==> config.mk <==
export PLATFORM = sky130hd
export DESIGN_NAME = json_string_unescape_utf8
export DESIGN_NICKNAME = d
export VERILOG_FILES = /design/src/sv/jsu_pkg.sv /design/src/sv/json_string_unescape_utf8.sv
export SDC_FILE = /design/constraint.sdc
export NUM_CORES = 1
export LEC_CHECK = 0
export BUFFER_PORTS_ARGS = -buffer_cell sky130_fd_sc_hd__buf_2
export CORE_MARGIN = 3
export CORE_UTILIZATION = 35
export CTS_CLUSTER_DIAMETER = 120
export CTS_CLUSTER_SIZE = 8
export DETAILED_ROUTE_END_ITERATION = 10
export PLACE_DENSITY = 0.59
export SETUP_SLACK_MARGIN = 0.1
export SLEW_MARGIN = 15
export SYNTH_ARGS = -nofsm -noshare
export SYNTH_HDL_FRONTEND = slang
export SYNTH_SLANG_ARGS = --single-unit
==> constraint.sdc <==
create_clock -name clk -period 4.82 [get_ports clk]
set_input_delay 0.241 -clock clk [delete_from_list [all_inputs] [get_ports clk]]
set_output_delay 0.241 -clock clk [all_outputs]
set_load 0.01 [all_outputs]
==> src/sv/jsu_pkg.sv <==
// Shared types and codes for the JSON string unescape and UTF-8 encode block.
package jsu_pkg;

    // Result kinds.
    localparam logic [1:0] KIND_BYTE   = 2'd0;
    localparam logic [1:0] KIND_CLOSED = 2'd1;
    localparam logic [1:0] KIND_ERROR  = 2'd2;

    // Error codes.
    localparam logic [3:0] ERR_NONE          = 4'd0;
    localparam logic [3:0] ERR_NO_QUOTE      = 4'd1;
    localparam logic [3:0] ERR_UNTERMINATED  = 4'd2;
    localparam logic [3:0] ERR_CONTROL_CHAR  = 4'd3;
    localparam logic [3:0] ERR_TRUNC_ESCAPE  = 4'd4;
    localparam logic [3:0] ERR_UNKNOWN_ESC   = 4'd5;
    localparam logic [3:0] ERR_TRUNC_HEX     = 4'd6;
    localparam logic [3:0] ERR_BAD_HEX       = 4'd7;
    localparam logic [3:0] ERR_BAD_LOW       = 4'd8;
    localparam logic [3:0] ERR_UNPAIRED_HIGH = 4'd9;
    localparam logic [3:0] ERR_UNPAIRED_LOW  = 4'd10;

    // Most results one input byte can cause (a four-byte UTF-8 sequence).
    localparam int RES_DEPTH = 4;
    localparam int REM_W     = $clog2(RES_DEPTH + 1);

    typedef struct packed {
        logic [7:0] data;
        logic [1:0] kind;
        logic [3:0] code;
    } res_t;

endpackage

==> src/sv/json_string_unescape_utf8.sv <==
// Top level of the JSON string unescape and UTF-8 encode block.
//
// Bytes of a JSON text enter one per transfer; the block finds the opening quote, decodes
// escapes and \u sequences (including surrogate pairs) into UTF-8 bytes, and reports the
// closing quote or the first error, after which it waits for the next quote. An input
// transfer goes into an input register, is decoded there and its results are loaded into a
// four-entry result buffer that drains one result per cycle while dst_ready is high. An item
// that causes at most one result lets a byte be taken every cycle while the output is not
// stalled; an item that expands into two to four UTF-8 bytes keeps the result buffer busy
// until they drain, while the input register holds the next item and the input side stalls.
module json_string_unescape_utf8
(
    input  logic       clk,
    input  logic       rst_n,

    input  logic       src_valid,
    output logic       src_ready,
    input  logic [7:0] byte_value,
    input  logic       text_ended,

    output logic       dst_valid,
    input  logic       dst_ready,
    output logic [7:0] out_byte,
    output logic [1:0] result_kind,
    output logic [3:0] error_code,
    output logic       last_of_run
);

    typedef enum logic [2:0] {
        MODE_WAIT,
        MODE_BODY,
        MODE_ESC,
        MODE_HEX_FIRST,
        MODE_PAIR_BS,
        MODE_PAIR_U,
        MODE_HEX_LOW
    } mode_t;

    localparam logic [7:0] CH_QUOTE = 8'h22;
    localparam logic [7:0] CH_BSL   = 8'h5C;
    localparam logic [7:0] CH_SLASH = 8'h2F;
    localparam logic [7:0] CH_B     = 8'h62;
    localparam logic [7:0] CH_F     = 8'h66;
    localparam logic [7:0] CH_N     = 8'h6E;
    localparam logic [7:0] CH_R     = 8'h72;
    localparam logic [7:0] CH_T     = 8'h74;
    localparam logic [7:0] CH_U     = 8'h75;

    // Input register.
    logic       src_full_reg;
    logic [7:0] byte_reg;
    logic       ended_reg;

    // Decoder state.
    mode_t       mode_reg, mode_next;
    logic [15:0] hex_accum_reg, hex_accum_next;
    logic [1:0]  hex_count_reg, hex_count_next;
    logic        bad_hex_reg, bad_hex_next;
    logic [9:0]  high_half_reg, high_half_next;

    // Result buffer; entry 0 is presented on the output.
    jsu_pkg::res_t                 res_reg [jsu_pkg::RES_DEPTH];
    jsu_pkg::res_t                 res_next [jsu_pkg::RES_DEPTH];
    jsu_pkg::res_t                 new_res [jsu_pkg::RES_DEPTH];
    logic [jsu_pkg::REM_W-1:0]     rem_reg, rem_next, new_cnt;

    logic dst_fire;
    logic buf_free;
    logic dec_fire;

    // Decode helpers.
    logic        is_hex;
    logic [3:0]  digit;
    logic [15:0] acc_shift;
    logic        bad_shift;
    logic        put_err, put_close, put_byte, put_cp;
    logic [3:0]  err_c;
    logic [7:0]  byte_c;
    logic [20:0] cp_c;

    assign dst_fire = dst_valid && dst_ready;
    // The buffer can take a new run when it is empty or its last result leaves now.
    assign buf_free = (rem_reg == '0) || ((rem_reg == jsu_pkg::REM_W'(1)) && dst_ready);
    assign dec_fire = src_full_reg && buf_free;
    assign src_ready = !src_full_reg || dec_fire;

    assign dst_valid   = (rem_reg != '0);
    assign last_of_run = (rem_reg == jsu_pkg::REM_W'(1));
    assign out_byte    = res_reg[0].data;
    assign result_kind = res_reg[0].kind;
    assign error_code  = res_reg[0].code;

    always_comb
    begin
        is_hex = 1'b1;
        digit  = 4'd0;
        if (byte_reg >= 8'h30 && byte_reg <= 8'h39)
        begin
            digit = byte_reg[3:0];
        end
        else if ((byte_reg >= 8'h61 && byte_reg <= 8'h66) ||
                 (byte_reg >= 8'h41 && byte_reg <= 8'h46))
        begin
            digit = byte_reg[3:0] + 4'd9;
        end
        else
        begin
            is_hex = 1'b0;
        end
        acc_shift = {hex_accum_reg[11:0], digit};
        bad_shift = bad_hex_reg || !is_hex;
    end

    always_comb
    begin
        mode_next      = mode_reg;
        hex_accum_next = hex_accum_reg;
        hex_count_next = hex_count_reg;
        bad_hex_next   = bad_hex_reg;
        high_half_next = high_half_reg;
        put_err   = 1'b0;
        put_close = 1'b0;
        put_byte  = 1'b0;
        put_cp    = 1'b0;
        err_c     = jsu_pkg::ERR_NONE;
        byte_c    = byte_reg;
        cp_c      = {5'd0, acc_shift};

        if (ended_reg)
        begin
            case (mode_reg)
                MODE_BODY:
                begin
                    put_err = 1'b1;
                    err_c   = jsu_pkg::ERR_UNTERMINATED;
                end
                MODE_ESC:
                begin
                    put_err = 1'b1;
                    err_c   = jsu_pkg::ERR_TRUNC_ESCAPE;
                end
                MODE_HEX_FIRST, MODE_HEX_LOW:
                begin
                    put_err = 1'b1;
                    err_c   = jsu_pkg::ERR_TRUNC_HEX;
                end
                MODE_PAIR_BS, MODE_PAIR_U:
                begin
                    put_err = 1'b1;
                    err_c   = jsu_pkg::ERR_UNPAIRED_HIGH;
                end
                default:
                begin
                    mode_next = MODE_WAIT;
                end
            endcase
        end
        else
        begin
            case (mode_reg)
                MODE_BODY:
                begin
                    if (byte_reg == CH_QUOTE)
                    begin
                        put_close = 1'b1;
                        mode_next = MODE_WAIT;
                    end
                    else if (byte_reg < 8'h20)
                    begin
                        put_err = 1'b1;
                        err_c   = jsu_pkg::ERR_CONTROL_CHAR;
                    end
                    else if (byte_reg == CH_BSL)
                    begin
                        mode_next = MODE_ESC;
                    end
                    else
                    begin
                        put_byte = 1'b1;
                    end
                end
                MODE_ESC:
                begin
                    mode_next = MODE_BODY;
                    put_byte  = 1'b1;
                    case (byte_reg)
                        CH_QUOTE, CH_BSL, CH_SLASH: byte_c = byte_reg;
                        CH_B: byte_c = 8'h08;
                        CH_F: byte_c = 8'h0C;
                        CH_N: byte_c = 8'h0A;
                        CH_R: byte_c = 8'h0D;
                        CH_T: byte_c = 8'h09;
                        CH_U:
                        begin
                            put_byte       = 1'b0;
                            mode_next      = MODE_HEX_FIRST;
                            hex_accum_next = 16'd0;
                            hex_count_next = 2'd0;
                            bad_hex_next   = 1'b0;
                        end
                        default:
                        begin
                            put_byte = 1'b0;
                            put_err  = 1'b1;
                            err_c    = jsu_pkg::ERR_UNKNOWN_ESC;
                        end
                    endcase
                end
                MODE_HEX_FIRST, MODE_HEX_LOW:
                begin
                    hex_accum_next = acc_shift;
                    bad_hex_next   = bad_shift;
                    if (hex_count_reg != 2'd3)
                    begin
                        hex_count_next = hex_count_reg + 2'd1;
                    end
                    else
                    begin
                        hex_count_next = 2'd0;
                        if (bad_shift)
                        begin
                            put_err = 1'b1;
                            err_c   = jsu_pkg::ERR_BAD_HEX;
                        end
                        else if (mode_reg == MODE_HEX_FIRST)
                        begin
                            if (acc_shift[15:10] == 6'b110110)
                            begin
                                high_half_next = acc_shift[9:0];
                                mode_next      = MODE_PAIR_BS;
                            end
                            else if (acc_shift[15:10] == 6'b110111)
                            begin
                                put_err = 1'b1;
                                err_c   = jsu_pkg::ERR_UNPAIRED_LOW;
                            end
                            else
                            begin
                                put_cp    = 1'b1;
                                mode_next = MODE_BODY;
                            end
                        end
                        else if (acc_shift[15:10] != 6'b110111)
                        begin
                            put_err = 1'b1;
                            err_c   = jsu_pkg::ERR_BAD_LOW;
                        end
                        else
                        begin
                            put_cp    = 1'b1;
                            cp_c      = 21'h010000 + {1'b0, high_half_reg, acc_shift[9:0]};
                            mode_next = MODE_BODY;
                        end
                    end
                end
                MODE_PAIR_BS:
                begin
                    if (byte_reg == CH_BSL)
                    begin
                        mode_next = MODE_PAIR_U;
                    end
                    else
                    begin
                        put_err = 1'b1;
                        err_c   = jsu_pkg::ERR_UNPAIRED_HIGH;
                    end
                end
                MODE_PAIR_U:
                begin
                    if (byte_reg == CH_U)
                    begin
                        mode_next      = MODE_HEX_LOW;
                        hex_accum_next = 16'd0;
                        hex_count_next = 2'd0;
                        bad_hex_next   = 1'b0;
                    end
                    else
                    begin
                        put_err = 1'b1;
                        err_c   = jsu_pkg::ERR_UNPAIRED_HIGH;
                    end
                end
                default:
                begin
                    if (byte_reg == CH_QUOTE)
                    begin
                        mode_next = MODE_BODY;
                    end
                    else
                    begin
                        put_err = 1'b1;
                        err_c   = jsu_pkg::ERR_NO_QUOTE;
                    end
                end
            endcase
        end

        if (put_err)
        begin
            mode_next = MODE_WAIT;
        end
    end

    // Builds the run of results for the item in the input register.
    always_comb
    begin
        for (int i = 0; i < jsu_pkg::RES_DEPTH; i++)
        begin
            new_res[i] = '{data: 8'd0, kind: jsu_pkg::KIND_BYTE, code: jsu_pkg::ERR_NONE};
        end
        new_cnt = '0;
        if (put_err)
        begin
            new_res[0] = '{data: 8'd0, kind: jsu_pkg::KIND_ERROR, code: err_c};
            new_cnt    = jsu_pkg::REM_W'(1);
        end
        else if (put_close)
        begin
            new_res[0].kind = jsu_pkg::KIND_CLOSED;
            new_cnt         = jsu_pkg::REM_W'(1);
        end
        else if (put_byte)
        begin
            new_res[0].data = byte_c;
            new_cnt         = jsu_pkg::REM_W'(1);
        end
        else if (put_cp)
        begin
            if (cp_c[20:7] == '0)
            begin
                new_res[0].data = cp_c[7:0];
                new_cnt         = jsu_pkg::REM_W'(1);
            end
            else if (cp_c[20:11] == '0)
            begin
                new_res[0].data = {3'b110, cp_c[10:6]};
                new_res[1].data = {2'b10, cp_c[5:0]};
                new_cnt         = jsu_pkg::REM_W'(2);
            end
            else if (cp_c[20:16] == '0)
            begin
                new_res[0].data = {4'b1110, cp_c[15:12]};
                new_res[1].data = {2'b10, cp_c[11:6]};
                new_res[2].data = {2'b10, cp_c[5:0]};
                new_cnt         = jsu_pkg::REM_W'(3);
            end
            else
            begin
                new_res[0].data = {5'b11110, cp_c[20:18]};
                new_res[1].data = {2'b10, cp_c[17:12]};
                new_res[2].data = {2'b10, cp_c[11:6]};
                new_res[3].data = {2'b10, cp_c[5:0]};
                new_cnt         = jsu_pkg::REM_W'(4);
            end
        end
    end

    always_comb
    begin
        res_next = res_reg;
        rem_next = rem_reg;
        if (dst_fire)
        begin
            for (int i = 0; i < jsu_pkg::RES_DEPTH - 1; i++)
            begin
                res_next[i] = res_reg[i + 1];
            end
            rem_next = rem_reg - jsu_pkg::REM_W'(1);
        end
        if (dec_fire)
        begin
            res_next = new_res;
            rem_next = new_cnt;
        end
    end

    always_ff @(posedge clk or negedge rst_n)
    begin
        if (!rst_n)
        begin
            src_full_reg  <= 1'b0;
            byte_reg      <= 8'd0;
            ended_reg     <= 1'b0;
            mode_reg      <= MODE_WAIT;
            hex_accum_reg <= 16'd0;
            hex_count_reg <= 2'd0;
            bad_hex_reg   <= 1'b0;
            high_half_reg <= 10'd0;
            rem_reg       <= '0;
            for (int i = 0; i < jsu_pkg::RES_DEPTH; i++)
            begin
                res_reg[i] <= '0;
            end
        end
        else
        begin
            if (src_valid && src_ready)
            begin
                src_full_reg <= 1'b1;
                byte_reg     <= byte_value;
                ended_reg    <= text_ended;
            end
            else if (dec_fire)
            begin
                src_full_reg <= 1'b0;
            end
            if (dec_fire)
            begin
                mode_reg      <= mode_next;
                hex_accum_reg <= hex_accum_next;
                hex_count_reg <= hex_count_next;
                bad_hex_reg   <= bad_hex_next;
                high_half_reg <= high_half_next;
            end
            rem_reg <= rem_next;
            res_reg <= res_next;
        end
    end

endmodule

==> impl_metrics.toml, run 1 <==
[sta]
setup_tns_ps = 0
setup_viol = 0
final.setup_skew_ps = 6.56
final.setup.worst_slack_ps = 991
finalHoldViolations = 0
rsz0062_at_grt = "false"
slew_headroom_pct = 28.3
tightestPinTransition_ps = 1070
final_max_slew_viol_count = 0
max_clock_freq_mhz = 261
holdWs_ps = 56.0
fin_crit_sh_pct = 79.4
finalCriticalPeriod_ps = 3830

[yosys]
synth.area.mux_share_pct = 3.52
synth_top_area_cell = "dfrtp_1"
synth.yosys.warnings = 0
synth_nets = 587
synth_edf_count = 0
syn_avg_cell_area_sq_um = 8.55
synthTopCellsByCount = "nand2_1 (80), dfrtp_1 (76), o21ai_0 (65)"
syn_inst = 565
ys_top_cells_by_area = "dfrtp_1 (39%), o21ai_0 (6.7%), nand2_1 (6.2%)"
synth_compound_area_share_pct = 26.2
syn_area_sq_mm = 0.00483
synthSimpleGateAreaFrac_pct = 22.4
yosys.area_share.adder_pct = 2.33
seq_area_frac_synth_pct = 39.3
async_reset_ff_share_pct = 100
synth.ff_latch_count = 76
synth_top_family_by_area = "compound AO/OA/AOI/OAI gates"
synth_xor_xnor_area_share_pct = 0.544
synth.top_cell.area_share_pct = 39.3
synth_cell_types = 77
synth_ff_type = "dfrtp_1"
yosysMostFrequentCell = "nand2_1"

[setup_path]
crit_path_start_kind = "flop"
path_max_fanout = 10
cp-end-kind = "flop"
crit_required_ps = 5080
arrival_ps = 4090
crit_type = "flop to flop"

[global_route]
antenna_found_initial = 0
grt_pass1_wl_um = 22900
grt_overflow = 0
grt_usage_pct = 19.4
grt_pass1_vias = 4127
grt_max_degree = 77

[place]
post-place-ws_ps = 1050
port_buffers = 29
placed_area_sq_mm = 0.00502
gp_congestion = 0.932
dpl.hpwl_um = 10100
placed_cells = 733

[final_layout]
largest_register_ffs = 21
final_area_sq_mm = 0.00531
areaGrowthSynthToFinish_pct = 9.91
num-fill-cells = 1374
stdcell_count = 749
diodes = 0
finish.utilization_pct = 39.8
layout-drive-gt1-share_pct = 14.5
multi_input_area_sq_mm = 0.00266
seq_area_sq_mm = 0.00190
final_nets = 590

[run]
drv_cap = 0

[detailed_routing]
drt-pass1-iter-count = 5
post_drt_via_cell_ratio = 5.84
ant_nets = 0
drt-total-wl_um = 14200
vias = 4373
drc = 0
detail_route.wl_per_cell_um = 19.0
drtIter0Drc = 597

[clocking]
clock_latency_ps = 350
cts_hold_buffers = 0
tritoncts = "built"
cts-root-buf = "clkbuf_16"
clock_sinks = 76
htreeDepth = 3
cts_setup_buffers = 0
cts_resized = 0
cts_buffers = 9
clk_path_buf_depth = 2
clkTransAtPathRegs_ps = 70

[power]
p_per_area_mw_per_mm2 = 476
ir_drop_mv = 0.180
p_leak_nw = 2.23
total_power_mw = 2.53

[die]
die-width_um = 124
die_y_um = 124
io_pins = 30
fp-row-count = 42
die_area_sq_mm = 0.0153
core-area_sq_mm = 0.0133
start_util_pct = 36.2

[hold_path]
hold_path.class = "input port to asynchronous set/reset pin"

[outcome]
outcome = "finished clean"
[kinds of logic (layout without fill, tap and decap cells)]
logic type | after synthesis | after routing
AOI/OAI and AO/OA | 191 | 191
xor gates and xnor gates | 3 | 3
adders and majority gates | 9 | 9
buffers and inverters | 59 | 67
DFF | 76 | 76
muxes | 16 | 16
and+or+nand+nor | 211 | 211
[routing by layer]
metal | share of wire (%) | GRT usage, %
met1 | 47 | 27.8
met3 | 5.1 | 2.56
met5 | 0 | 0
met2 | 46 | 29.8
met4 | 2.0 | 7.27
[report_power, final]
part	switching (mW)	internal, mW
registers	0.171	0.776
logic	0.573	0.336
clock network	0.310	0.363
[cell type report]
cell class | count | share of cell area [%]
sequential | 76 | 35.8
clock inverter | 7 | 1.22
clock buffer | 9 | 4.24
multi-input combinational | 430 | 50.0
timing repair buffer | 32 | 3.20
tap | 176 | 4.15
inverter | 19 | 1.34
[cell usage in the layout (no fill, tap or decap), types with 5 or more instances in the layout]
| master | n |
|---|---|
| mux2i_1 | 7 |
| nor3_1 | 11 |
| ha_1 | 9 |
| a211oi_1 | 5 |
| nor4_1 | 6 |
| and3_1 | 8 |
| nand2_1 | 80 |
| nor2_1 | 39 |
| a21oi_1 | 39 |
| a31oi_1 | 8 |
| and2_1 | 5 |
| buf_2 | 28 |
| clkbuf_16 | 9 |
| dfrtp_1 | 76 |
| a32o_1 | 5 |
| inv_1 | 18 |
| o21ai_0 | 65 |
| o21ai_1 | 9 |
| nand2b_1 | 7 |
| o22ai_1 | 5 |
| mux2_2 | 8 |
| or2_2 | 8 |
| nand3_1 | 12 |
[worst max-delay path: stages (launching register included)]
cell and delay [ps]:
dfrtp_1 460, inv_1 120, ha_1 230, nand2_1 70
a2111oi_1 790, nor4_1 180, a211oi_2 320, nand3_1 250
a211oi_2 710, nand2_1 350, o21ai_0 260
[path summary, 6_finish.rpt]
| path | from | end | slack [ps] | cells past startpoint |
|---|---|---|---|---|
| max in group asynchronous | rst_n | byte_reg[4] | 4100 | 1 |
| setup reg to reg | byte_reg[0] | res_reg[10] | 990 | 10 |
| hold reg to reg | error_code[2] | error_code[2] | 470 | 2 |
| min in group clk | src_valid | src_full_reg | 100 | 2 |
| setup / recovery | byte_reg[0] | res_reg[10] | 990 | 10 |
| hold / removal | rst_n | mode_reg[1] | 60 | 1 |
Power figures use the tool's default switching activity.
==> run 2: changes to the inputs <==
Clock period 4.82 ns to 3.57 ns, I/O delays scaled along.
==> run 2 against run 1 <==
Against the previous run:
- sequential cell count unchanged
- final cell count up 1.9%
- critical path depth down 1
- total power up 39%
- sequential share of layout area down 0.95 points
- critical path type unchanged
- largest cell class unchanged
- largest power group is now combinational cells
==> impl_metrics.toml, run 2 (same netlist as run 1, synthesis figures left out) <==
[outcome]
outcome = "finished clean"

[sta]
holdWs_ps = 4.94
setup_viol = 0
rsz0062_at_grt = "true"
tightestPinTransition_ps = 974
final_max_slew_viol_count = 0
slew_headroom_pct = 35.1
finalCriticalPeriod_ps = 3260
final.setup_skew_ps = 8.75
max_clock_freq_mhz = 307
setup_tns_ps = 0
fin_crit_sh_pct = 91.4
finalHoldViolations = 0

[detailed_routing]
drt-total-wl_um = 13900
detail_route.wl_per_cell_um = 18.2
drt-pass1-iter-count = 5
drtIter0Drc = 525
ant_nets = 0
vias = 4409
post_drt_via_cell_ratio = 5.78
drc = 0

[setup_path]
cp-startpoint = "hex_count_reg[0]"
crit_type = "flop to flop"
crit_path_start_kind = "flop"
crit_required_ps = 3760
crit_chain = "ha_1 -> nand4b_1 -> nor3_1 -> o211ai_2 -> o21ai_1 -> nand3_2 -> o31ai_4 -> o221a_1 -> a21oi_1"
r2r-start = "hex_count_reg[0]"
cp-end-kind = "flop"
path_max_fanout = 9
crit_slowest_cell = "o31ai_4"
cp_slowest_stage_delay_ps = 480
arrival_ps = 3450

[global_route]
grt_pass1_vias = 4275
antenna_found_initial = 0
use_met1_pct = 25.7
grt-busiest-layer = "met2"
grt_usage_pct = 19.0
grt_overflow = 0
grt_max_degree = 77
grt_pass1_wl_um = 22600
grt_util_met2_pct = 30.8
grtUsageMet3_pct = 2.70

[place]
port_buffers = 29
gp_congestion = 0.930
dpl.hpwl_um = 10200

[die]
start_util_pct = 36.2
core-area_sq_mm = 0.0133
fp-row-count = 42
die-width_um = 124
die_y_um = 124
die_area_sq_mm = 0.0153
io_pins = 30

[final_layout]
layout-drive-gt1-share_pct = 16.9
seq_area_sq_mm = 0.00190
final_nets = 605
mostFrequentLayoutCell = "nand2_1"
num-fill-cells = 1356
diodes = 0
multi_input_area_sq_mm = 0.00268
final_cell_mix = "nand2_1 (79), dfrtp_1 (76), o21ai_0 (65)"
areaGrowthSynthToFinish_pct = 12.9
largest_register_ffs = 21

[clocking]
htreeDepth = 3
clk_path_buf_depth = 2
cts-root-buf = "clkbuf_16"
clock_sinks = 76
clock_latency_ps = 340
cts_buffers = 9
clkTransAtPathRegs_ps = 60
tritoncts = "built"
cts_hold_buffers = 0

[hold_path]
hold_path.class = "input port to asynchronous set/reset pin"

[power]
p_per_area_mw_per_mm2 = 642
total_power_mw = 3.50
ir_drop_mv = 0.250
p_leak_nw = 2.31

[run]
drv_cap = 0
==> run 2: cell count changes in the layout (fill, tap and decap cells not counted), moves of 2 or more <==
cell,before,now
a211oi_2,3,1
a211oi_4,0,2
buf_4,4,19
inv_6,3,1
inv_8,2,0
==> run 2: report_power, final <==
part | switching, mW | internal (mW) | total, mW
logic | 0.817 | 0.501 | 1.32
clock network | 0.364 | 0.559 | 0.923
registers | 0.214 | 1.05 | 1.26
==> run 2: repair_timing <==
item	4_1_cts	5_1_grt
buffers inserted	0	1
gates resized for setup	0	5
setup endpoints to repair	0	21
==> run 2: path summary, 6_finish.rpt <==
| check | slack [ps] | endpoint | cells after the start |
|---|---|---|---|
| hold reg to reg | 470 | res_reg[13] | 2 |
| hold / removal | 5 | mode_reg[1] | 1 |
| setup / recovery | 310 | rem_reg[1] | 9 |
| min in group clk | 50 | byte_reg[3] | 3 |
| setup reg to reg | 310 | rem_reg[1] | 9 |
| max in group asynchronous | 2950 | res_reg[21] | 1 |
==> run 2: cell type report <==
type | instances | share of cell area (%)
clock inverter | 5 | 1.10
sequential | 76 | 34.8
multi-input combinational | 430 | 49.2
clock buffer | 10 | 4.38
timing repair buffer | 47 | 5.18
tap | 176 | 4.03
inverter | 19 | 1.31
==> run 2: layer usage <==
layer | vias to the layer above | wire length (um)
li1 | 2093 | -
met1 | 2144 | 6410
met2 | 147 | 6440
met3 | 25 | 678
met4 | 0 | 395
met5 | - | 0
==> run 2: through the flow <==
step           setup WS [ps]  utilization, %  area (sq um)  instances
3_5_place_dp             204            38.4          5130        747
6_report                 309            40.9          5460        763
4_1_cts                  205            40.7          5430        762
5_1_grt                 85.8            40.9          5460        763
3_3_place_gp             292            38.4          5130        747
2_1_floorplan            626               -          4830        565
==> run 2: worst max-delay path: cells and delay by family, from the launching register on <==
| kind | cells | cell delay (ps) |
|---|---|---|
| compound gates | 5 | 1460 |
| fa+ha+maj | 1 | 300 |
| flops | 1 | 370 |
| simple gates | 3 | 990 |
